--- src/sv/fxdec_pkg.sv ---
// Shared constants and types for the fixed-point to decimal ASCII converter.
package fxdec_pkg;

    // Number format of the input beat.
    localparam int VALUE_W    = 48;
    localparam int FRAC_BITS  = 16;
    localparam int INT_W      = VALUE_W - FRAC_BITS;

    // Decimal text limits.
    localparam int INT_DIGITS      = 10;
    localparam int MAX_FRAC_DIGITS = 9;
    localparam int BCD_W           = 4 * INT_DIGITS;

    // Counter widths.
    localparam int CONV_CNT_W = $clog2(INT_W + 1);
    localparam int DIG_CNT_W  = $clog2(INT_DIGITS + 1);
    localparam int FRAC_CNT_W = $clog2(MAX_FRAC_DIGITS + 1);
    localparam int CFG_W      = 4;

    // Width of the fraction times ten product.
    localparam int PROD_W = FRAC_BITS + 4;

    // Character codes.
    localparam logic [7:0] CH_MINUS = 8'h2D;
    localparam logic [7:0] CH_DOT   = 8'h2E;
    localparam logic [7:0] CH_ZERO  = 8'h30;
    localparam logic [7:0] CH_NINE  = 8'h39;

    // Reset value of the fraction digit count register.
    localparam logic [CFG_W-1:0] FRAC_DIGITS_RESET = 4'd2;

    // Sequencer states.
    typedef enum logic [5:0] {
        S_IDLE = 6'b000001,
        S_CONV = 6'b000010,
        S_SIGN = 6'b000100,
        S_INT  = 6'b001000,
        S_DOT  = 6'b010000,
        S_FRAC = 6'b100000
    } state_t;

endpackage

--- src/sv/fixed_to_decimal_ascii.sv ---
// Top level: converts one signed fixed-point number into decimal ASCII text.
//
// Usage:
//   The s_ channel takes one signed Q32.16 number per beat in s_tdata. The
//   m_ channel returns its text one character per beat: an optional '-', the
//   integer digits most significant first, '.', then the configured count of
//   truncated fraction digits. m_tlast marks the final character.
//   cfg_wen/cfg_wdata set the fraction digit count (values above 9 act as 9).
// Conversion:
//   After a beat is accepted, the integer part is converted to BCD by a
//   double-dabble shift register, one bit per cycle. Then one character
//   leaves per cycle while the output register is free; leading zero digits
//   are skipped without output, and each fraction digit takes one
//   multiply-by-ten step of the fraction register. s_tready is high only
//   between numbers.
// Reset:
//   aresetn clears the sequencer and the output valid flag and sets the
//   fraction digit count to 2.
// Stalls:
//   A character waits in the output register while m_tready is low and the
//   sequencer holds until that register is free again; nothing is lost.
module fixed_to_decimal_ascii (
    input  logic        aclk,
    input  logic        aresetn,
    // Configuration: fraction digit count.
    input  logic        cfg_wen,
    input  logic [3:0]  cfg_wdata,
    // Input stream.
    input  logic        s_tvalid,
    output logic        s_tready,
    input  logic [47:0] s_tdata,   // [47:0] value
    // Output stream.
    output logic        m_tvalid,
    input  logic        m_tready,
    output logic [7:0]  m_tdata,   // [7:0] char_code
    output logic        m_tlast
);

    fxdec_pkg::state_t state_reg, state_next;

    logic [fxdec_pkg::CFG_W-1:0]      frac_digits_reg;
    logic                             neg_reg, neg_next;
    logic [fxdec_pkg::INT_W-1:0]      ip_reg, ip_next;
    logic [fxdec_pkg::FRAC_BITS-1:0]  fp_reg, fp_next;
    logic [fxdec_pkg::BCD_W-1:0]      bcd_reg, bcd_next;
    logic                             ovf_reg, ovf_next;
    logic                             started_reg, started_next;
    logic [fxdec_pkg::CONV_CNT_W-1:0] conv_cnt_reg, conv_cnt_next;
    logic [fxdec_pkg::DIG_CNT_W-1:0]  dig_cnt_reg, dig_cnt_next;
    logic [fxdec_pkg::FRAC_CNT_W-1:0] frac_cnt_reg, frac_cnt_next;

    logic       m_valid_reg;
    logic [7:0] m_data_reg, m_data_next;
    logic       m_last_reg, m_last_next;

    logic                             out_free;
    logic                             emit;
    logic                             in_beat;
    logic [fxdec_pkg::VALUE_W-1:0]    mag;
    logic [fxdec_pkg::BCD_W-1:0]      bcd_adj;
    logic [3:0]                       top_digit;
    logic [fxdec_pkg::PROD_W-1:0]     prod;
    logic [fxdec_pkg::FRAC_CNT_W-1:0] frac_lim;

    // Handshake and port drive.
    assign s_tready = (state_reg == fxdec_pkg::S_IDLE);
    assign in_beat  = s_tvalid && s_tready;
    assign out_free = !m_valid_reg || m_tready;
    assign m_tvalid = m_valid_reg;
    assign m_tdata  = m_data_reg;
    assign m_tlast  = m_last_reg;

    // Magnitude of the incoming number.
    assign mag = s_tdata[fxdec_pkg::VALUE_W-1] ? (~s_tdata + 1'b1) : s_tdata;

    // Double-dabble adjust: add three to every BCD digit of five or more.
    always_comb begin
        for (int i = 0; i < fxdec_pkg::INT_DIGITS; i++) begin
            if (bcd_reg[4*i +: 4] >= 4'd5) begin
                bcd_adj[4*i +: 4] = bcd_reg[4*i +: 4] + 4'd3;
            end else begin
                bcd_adj[4*i +: 4] = bcd_reg[4*i +: 4];
            end
        end
    end

    // Digit sources for the integer and fraction phases.
    assign top_digit = ovf_reg ? 4'd9 : bcd_reg[fxdec_pkg::BCD_W-1 -: 4];
    assign prod = (fxdec_pkg::PROD_W'(fp_reg) << 3) + (fxdec_pkg::PROD_W'(fp_reg) << 1);
    assign frac_lim = (frac_digits_reg > fxdec_pkg::CFG_W'(fxdec_pkg::MAX_FRAC_DIGITS))
                    ? fxdec_pkg::FRAC_CNT_W'(fxdec_pkg::MAX_FRAC_DIGITS)
                    : fxdec_pkg::FRAC_CNT_W'(frac_digits_reg);

    // Sequencer next-state logic.
    always_comb begin
        state_next    = state_reg;
        neg_next      = neg_reg;
        ip_next       = ip_reg;
        fp_next       = fp_reg;
        bcd_next      = bcd_reg;
        ovf_next      = ovf_reg;
        started_next  = started_reg;
        conv_cnt_next = conv_cnt_reg;
        dig_cnt_next  = dig_cnt_reg;
        frac_cnt_next = frac_cnt_reg;
        emit          = 1'b0;
        m_data_next   = m_data_reg;
        m_last_next   = m_last_reg;
        case (state_reg)
            fxdec_pkg::S_IDLE: begin
                if (in_beat) begin
                    neg_next      = s_tdata[fxdec_pkg::VALUE_W-1];
                    ip_next       = mag[fxdec_pkg::VALUE_W-1:fxdec_pkg::FRAC_BITS];
                    fp_next       = mag[fxdec_pkg::FRAC_BITS-1:0];
                    bcd_next      = '0;
                    ovf_next      = 1'b0;
                    conv_cnt_next = fxdec_pkg::CONV_CNT_W'(fxdec_pkg::INT_W);
                    state_next    = fxdec_pkg::S_CONV;
                end
            end
            fxdec_pkg::S_CONV: begin
                // One integer bit enters the BCD register per cycle.
                bcd_next      = {bcd_adj[fxdec_pkg::BCD_W-2:0], ip_reg[fxdec_pkg::INT_W-1]};
                ovf_next      = ovf_reg | bcd_adj[fxdec_pkg::BCD_W-1];
                ip_next       = ip_reg << 1;
                conv_cnt_next = conv_cnt_reg - 1'b1;
                if (conv_cnt_reg == fxdec_pkg::CONV_CNT_W'(1)) begin
                    started_next = 1'b0;
                    dig_cnt_next = fxdec_pkg::DIG_CNT_W'(fxdec_pkg::INT_DIGITS);
                    state_next   = fxdec_pkg::S_SIGN;
                end
            end
            fxdec_pkg::S_SIGN: begin
                if (!neg_reg) begin
                    state_next = fxdec_pkg::S_INT;
                end else if (out_free) begin
                    emit        = 1'b1;
                    m_data_next = fxdec_pkg::CH_MINUS;
                    m_last_next = 1'b0;
                    state_next  = fxdec_pkg::S_INT;
                end
            end
            fxdec_pkg::S_INT: begin
                // Leading zeros are skipped, but the ones digit always prints.
                if (top_digit != 4'd0 || started_reg || dig_cnt_reg == fxdec_pkg::DIG_CNT_W'(1)) begin
                    if (out_free) begin
                        emit         = 1'b1;
                        m_data_next  = fxdec_pkg::CH_ZERO + {4'd0, top_digit};
                        m_last_next  = 1'b0;
                        started_next = 1'b1;
                        bcd_next     = bcd_reg << 4;
                        dig_cnt_next = dig_cnt_reg - 1'b1;
                        if (dig_cnt_reg == fxdec_pkg::DIG_CNT_W'(1)) begin
                            state_next = fxdec_pkg::S_DOT;
                        end
                    end
                end else begin
                    bcd_next     = bcd_reg << 4;
                    dig_cnt_next = dig_cnt_reg - 1'b1;
                end
            end
            fxdec_pkg::S_DOT: begin
                if (out_free) begin
                    emit          = 1'b1;
                    m_data_next   = fxdec_pkg::CH_DOT;
                    m_last_next   = (frac_lim == '0);
                    frac_cnt_next = frac_lim;
                    state_next    = (frac_lim == '0) ? fxdec_pkg::S_IDLE : fxdec_pkg::S_FRAC;
                end
            end
            fxdec_pkg::S_FRAC: begin
                // Each fraction digit is the integer part of the fraction times ten.
                if (out_free) begin
                    emit          = 1'b1;
                    m_data_next   = fxdec_pkg::CH_ZERO
                                  + {4'd0, prod[fxdec_pkg::PROD_W-1:fxdec_pkg::FRAC_BITS]};
                    m_last_next   = (frac_cnt_reg == fxdec_pkg::FRAC_CNT_W'(1));
                    fp_next       = prod[fxdec_pkg::FRAC_BITS-1:0];
                    frac_cnt_next = frac_cnt_reg - 1'b1;
                    if (frac_cnt_reg == fxdec_pkg::FRAC_CNT_W'(1)) begin
                        state_next = fxdec_pkg::S_IDLE;
                    end
                end
            end
            default: begin
                state_next = fxdec_pkg::S_IDLE;
            end
        endcase
    end

    // Control registers.
    always_ff @(posedge aclk) begin
        if (!aresetn) begin
            state_reg       <= fxdec_pkg::S_IDLE;
            m_valid_reg     <= 1'b0;
            frac_digits_reg <= fxdec_pkg::FRAC_DIGITS_RESET;
        end else begin
            state_reg <= state_next;
            if (emit) begin
                m_valid_reg <= 1'b1;
            end else if (m_tready) begin
                m_valid_reg <= 1'b0;
            end
            if (cfg_wen) begin
                frac_digits_reg <= cfg_wdata;
            end
        end
    end

    // Datapath registers.
    always_ff @(posedge aclk) begin
        neg_reg      <= neg_next;
        ip_reg       <= ip_next;
        fp_reg       <= fp_next;
        bcd_reg      <= bcd_next;
        ovf_reg      <= ovf_next;
        started_reg  <= started_next;
        conv_cnt_reg <= conv_cnt_next;
        dig_cnt_reg  <= dig_cnt_next;
        frac_cnt_reg <= frac_cnt_next;
        m_data_reg   <= m_data_next;
        m_last_reg   <= m_last_next;
    end

    // Only sign, point and decimal digits ever leave the block.
    a_char_set: assert property (@(posedge aclk) disable iff (!aresetn)
        m_valid_reg |-> (m_data_reg == fxdec_pkg::CH_MINUS || m_data_reg == fxdec_pkg::CH_DOT
                         || (m_data_reg >= fxdec_pkg::CH_ZERO && m_data_reg <= fxdec_pkg::CH_NINE)))
        else $error("character outside the decimal set");

    // An accepted number always starts the BCD conversion.
    a_start_conv: assert property (@(posedge aclk) disable iff (!aresetn)
        in_beat |=> (state_reg == fxdec_pkg::S_CONV))
        else $error("accepted beat did not start conversion");

    // The conversion and fraction counters never run out inside their phase.
    a_conv_cnt: assert property (@(posedge aclk) disable iff (!aresetn)
        (state_reg == fxdec_pkg::S_CONV) |-> (conv_cnt_reg != '0))
        else $error("conversion counter empty during conversion");

    a_frac_cnt: assert property (@(posedge aclk) disable iff (!aresetn)
        (state_reg == fxdec_pkg::S_FRAC) |-> (frac_cnt_reg != '0))
        else $error("fraction counter empty during fraction digits");

    // A character is only loaded into a free output register.
    a_no_overwrite: assert property (@(posedge aclk) disable iff (!aresetn)
        emit |-> out_free)
        else $error("output register overwritten while stalled");

endmodule

--- config.mk ---
export PLATFORM = sky130hd
export DESIGN_NAME = fixed_to_decimal_ascii
export DESIGN_NICKNAME = d
export VERILOG_FILES = /design/src/sv/fxdec_pkg.sv /design/src/sv/fixed_to_decimal_ascii.sv
export SDC_FILE = /design/constraint.sdc
export NUM_CORES = 1
export LEC_CHECK = 0
export ABC_AREA = 1
export BUFFER_PORTS_ARGS = -buffer_cell sky130_fd_sc_hd__buf_2
export CAP_MARGIN = 20
export CORE_MARGIN = 2
export CORE_UTILIZATION = 35
export DETAILED_ROUTE_END_ITERATION = 8
export SLEW_MARGIN = 20
export SYNTH_ARGS = -nofsm -noshare
export SYNTH_HDL_FRONTEND = slang
export SYNTH_SLANG_ARGS = --single-unit
--- constraint.sdc ---
create_clock -name aclk -period 7.6 [get_ports aclk]
set_clock_uncertainty 0.15 [all_clocks]
set_input_delay 1.52 -clock aclk [delete_from_list [all_inputs] [get_ports aclk]]
set_output_delay 1.52 -clock aclk [all_outputs]
set_load 0.02 [all_outputs]
After elaboration in Yosys (flattened, before gate mapping). Index checks and enable logic that the tools add are counted.

Memories kept: 0. Memory bits (writable): 0. Bits in read-only memories: 0. Flip-flop bits (word level): 125. Input port bits: 57. Logic and storage cells: 158. Output and inout bits: 11. Bits in latches: 0.

Div/mod/pow operators: 0. $lt $le $gt $ge: 11. Shift-type cells: 0. Muxes and demuxes: 68. Reduce and logical (&&, ||, !) cells: 25. Eq/ne operators: 21. Bitwise gates (word level): 2. Multipliers: 0. Add/subtract/negate cells: 17.

Operators by type and width (count): $mux W40 (3); $pmux W40 S3 (1); $mux W6 (12); $mux W4 (17); $pmux W32 S2 (1); $add A48 B1 Y48 const B (1); $mux W48 (1); $mux W8 (6); $not A48 Y48 (1); $add A4 B2 Y4 const B (10); $ge A4 B3 Y1 const B (10); $pmux W6 S6 (1); $mux W16 (2); $mux W32 (1); $pmux W16 S2 (1); $pmux W8 S4 (1); $add A19 B17 Y20 (1); $ne A2 B2 Y1 const B (9); $pmux W4 S2 (2); $add A6 B4 Y7 const A (2); $mux W1 (14); $eq A6 B1 Y1 const B (2); $pmux W6 S2 (1); $reduce_and A3 Y1 (4); 28 further kinds (40).

Longest topological paths before layout.
Depth in word-level cells: 7. Mapped depth: 13. Gate-level depth less buffers: 13.

Worst setup path after synthesis. OpenSTA, ideal clock, no wires.

Path kind: input -> register. Start: input s_tvalid. End: register conv_cnt_reg[0] (netlist name), enable pin. Data arrival time: 4.346 ns. Slack: 2.614 ns. Buffers on the path: 0. Required time: 6.961 ns. Stages: 2. Path through: inv_1 -> o21ai_0.

Word-level cells in the longest chain between the ends: 3.

Ends and longest elaborated chain: start, declared (RTL line fixed_to_decimal_ascii.sv:29) `input logic s_tvalid,`; $logic_and A1 B1 Y1 (RTL line fixed_to_decimal_ascii.sv:67) `assign in_beat = s_tvalid && s_tready;`; $ne A2 B1 Y1 (no line); $reduce_and A2 Y1 (no line); end signal, assigned (RTL line fixed_to_decimal_ascii.sv:218) `conv_cnt_reg <= conv_cnt_next;`; end, declared (RTL line fixed_to_decimal_ascii.sv:48) `logic [fxdec_pkg::CONV_CNT_W-1:0] conv_cnt_reg, conv_cnt_next;`.

Every way passes these cells. A chain may end at the register's enable or synchronous reset.

Final worst setup path.
Start: input s_tdata[47]. End: register fp_reg[8] (netlist name) (data pin).

Word-level cells in the longest chain between the ends: 3.

Ends and longest elaborated chain: start, declared (RTL line fixed_to_decimal_ascii.sv:31) `input logic [47:0] s_tdata,`; $mux W48 (RTL line fixed_to_decimal_ascii.sv:74) `assign mag = s_tdata[fxdec_pkg::VALUE_W-1] ? (~s_tdata + 1'b1) : s_tdata;`; $mux W16 (RTL line fixed_to_decimal_ascii.sv:111) `if (in_beat) begin`; $pmux W16 S2 (RTL line fixed_to_decimal_ascii.sv:109) `case (state_reg)`; via fp_next (one bit) (RTL line fixed_to_decimal_ascii.sv:44) `logic [fxdec_pkg::FRAC_BITS-1:0] fp_reg, fp_next;`; end signal, assigned (RTL line fixed_to_decimal_ascii.sv:214) `fp_reg <= fp_next;`; end, declared (RTL line fixed_to_decimal_ascii.sv:44).

The timed path passes the listed nets, and every way through them passes these cells. The select of a mux whose other input is x is not followed.

==> results.py <==
metrics = {
    "floorplan": {
        "dieArea_mm2": 0.0261,
        "die_y_um": 162,
        "ios": 68,
        "die_w_um": 162,
        "core_area_mm2": 0.0244,
        "initial_core_util": 0.357,
        "num_rows": 57,
    },
    "sta": {
        "max_freq_ghz": 0.264,
        "worst_slew_pin_slew_ns": 1.03,
        "drv_slew": 0,
        "rsz0062_at_grt": "no",
        "finalCritPeriodShare": 0.498,
        "setup-tns-final_ns": 0,
        "finalSetupViolations": 0,
        "slew_headroom": 0.315,
        "period_minus_slack_ns": 3.78,
        "finalHoldViolations": 0,
    },
    "clock_network": {
        "cts_setup_buffers": 0,
        "holdBufCountCts": 0,
        "cts_num_sinks": 122,
        "clkTransAtPathRegs_ns": 0.05,
        "worstSkewPairLatency_ns": 0.42,
        "cts_max_path_buffers": 2,
        "cts_resized": 0,
        "cts_tree": "built",
        "htreeDepth": 4,
        "cts-root-buf": "clkbuf_16",
        "cts-buffers-inserted": 17,
    },
    "place": {
        "dpl.hpwl_mm": 15.3,
        "finalWeightedCongestion": 0.894,
        "portBuffers": 64,
    },
    "grt": {
        "antenna_found_initial": 0,
        "grt_use_total": 0.168,
        "grt_pass1_wl_mm": 35.5,
        "grt_max_degree": 60,
        "grt_pass1_vias": 7273,
        "overflow": 0,
    },
    "worst_setup_path": {
        "cp.arrival_ns": 3.78,
        "cp-end-kind": "flop",
        "r2r-start": "state_reg[4]",
        "crit_start": "s_tdata[47]",
        "required_ns": 7.60,
        "cp-start-kind": "input port",
        "worstSetupPathType": "in -> reg",
        "worst-path-max-fanout": 45,
    },
    "synthesis": {
        "synth_edf_count": 111,
        "synth_ff_type": "edfxtp_1",
        "synthCells": 1147,
        "syn_area_per_cell_um2": 7.59,
        "ys_warn_count": 0,
        "ys_seq_area_frac": 0.408,
        "yosys.cell_types.count": 49,
        "async_flop_share": 0,
        "synth_area_mm2": 0.00870,
        "synth_seq_cells": 122,
    },
    "worst_hold_path": {
        "hold_class": "reg -> reg",
        "hp-start": "frac_digits_reg[3]",
    },
    "detailed_routing": {
        "postRouteAntennaNets": 0,
        "drt_iter0_drc": 486,
        "drt_wl_total_mm": 21.4,
        "routedWlPerCell_um": 13.9,
        "drc_errors": 0,
        "vias": 7705,
        "via_per_inst": 5.01,
        "drt_pass1_iterations": 7,
    },
    "final_layout": {
        "fill_cells": 2508,
        "largest_reg_flops": 40,
        "nNetsFinal": 1303,
        "syn_to_final_growth_pct": 13.5,
        "diodes": 0,
        "layout_common_cells": "nand2_1 (274), nor2_1 (173), inv_1 (124), edfxtp_1 (111), nand3_1 (93)",
        "drive_above_1_share": 0.117,
        "layout_commonest_cell": "nand2_1",
    },
    "power_and_ir_drop": {
        "p_total_w": 0.00365,
        "vdd_ir_drop_max_mv": 0.262,
        "power.leakage_nw": 4.29,
        "powerDensity_mw_per_mm2": 370,
    },
    "status": {
        "status": "complete, no violations",
    },
    "job": {
        "maxCapViolations": 0,
    },
}
-- synthesized netlist by cell type (3+ instances only) --
cell type  number  area [um^2]
a21o_1          3         22.5
a21oi_1        40          200
a31oi_1         4         25.0
buf_2          15         75.1
buf_4           6         45.0
clkbuf_1        8         30.0
dfxtp_1        11          220
edfxtp_1      111         3330
ha_1           41          513
inv_1         124          465
inv_2           7         26.3
nand2_1       274         1030
nand2_2         9         56.3
nand3_1        93          465
nand3_2         5         50.1
nand3b_1        6         45.0
nand4_1        17          106
nor2_1        174          653
nor2_2          5         31.3
nor2_4          6         67.6
nor3_1         14         70.1
nor4_1          3         18.8
o211ai_1        3         22.5
o21ai_0        62          310
o21ai_1        22          110
o22ai_1        11         68.8
o31ai_1         3         22.5
o32ai_1        15          131
or2_2           3         18.8
xnor2_1         5         43.8
xor2_1         20          175
-- worst max-delay path: stages --
cell and delay [ns]:
buf_2 0.67, clkinv_1 0.79, o21ai_0 0.43, a21oi_1 0.10
o21ai_0 0.10, o21ai_0 0.13
-- per-layer routing --
| layer | part of all wire | up-vias | track usage |
|---|---|---|---|
| met5 | 0 | - | 0 |
| met4 | 0.019 | 0 | 0.0603 |
| met3 | 0.038 | 29 | 0.0245 |
| met2 | 0.45 | 156 | 0.275 |
| met1 | 0.49 | 3560 | 0.227 |
| li1 | - | 3960 | - |
-- report_power, final --
part / switching (W) / internal [W]
sequential: 0.000174 / 0.00115
clock: 0.000291 / 0.000506
combinational: 0.00106 / 0.000467
-- cell type report --
class                   count  area (um^2)  area share
multi-input cells         861         4500       0.455
flip-flops and latches    122         3550       0.360
inverters                 133          502      0.0508
clock buffers              19          433      0.0438
well taps                 324          405      0.0410
repair buffers             69          358      0.0362
clock inverters            11          130      0.0132
-- kinds of logic after synthesis --
| group | synth area share |
|---|---|
| and+or+nand+nor | 0.313 |
| buffers and inverters | 0.0781 |
| adders and majority gates | 0.0612 |
| AOI/OAI and AO/OA | 0.113 |
| other | 0.000863 |
| xor gates and xnor gates | 0.0252 |
| DFF | 0.408 |
-- per-stage QoR --
step	hold WS, ns	cell area [um^2]	utilization	worst slack, ns	instances
6_report	0.349	9880	0.405	3.82	1539
5_1_grt	0.389	9880	0.405	3.67	1539
4_1_cts	0.347	9880	0.405	3.89	1539
3_5_place_dp	0.338	9320	0.382	3.45	1509
3_3_place_gp	0.340	9320	0.382	3.55	1509
2_1_floorplan	0.311	8710	-	2.61	1148
-- final timing paths --
kind / to / slack [ns] / cells past startpoint
worst max register to register: dig_cnt_reg[2] / 4.59 / 7
worst max-delay path: fp_reg[8] / 3.82 / 6
worst min register to register: frac_digits_reg[3] / 0.35 / 2
worst min-delay path: frac_digits_reg[3] / 0.35 / 2
No activity file was read; power rests on OpenSTA's default activity.
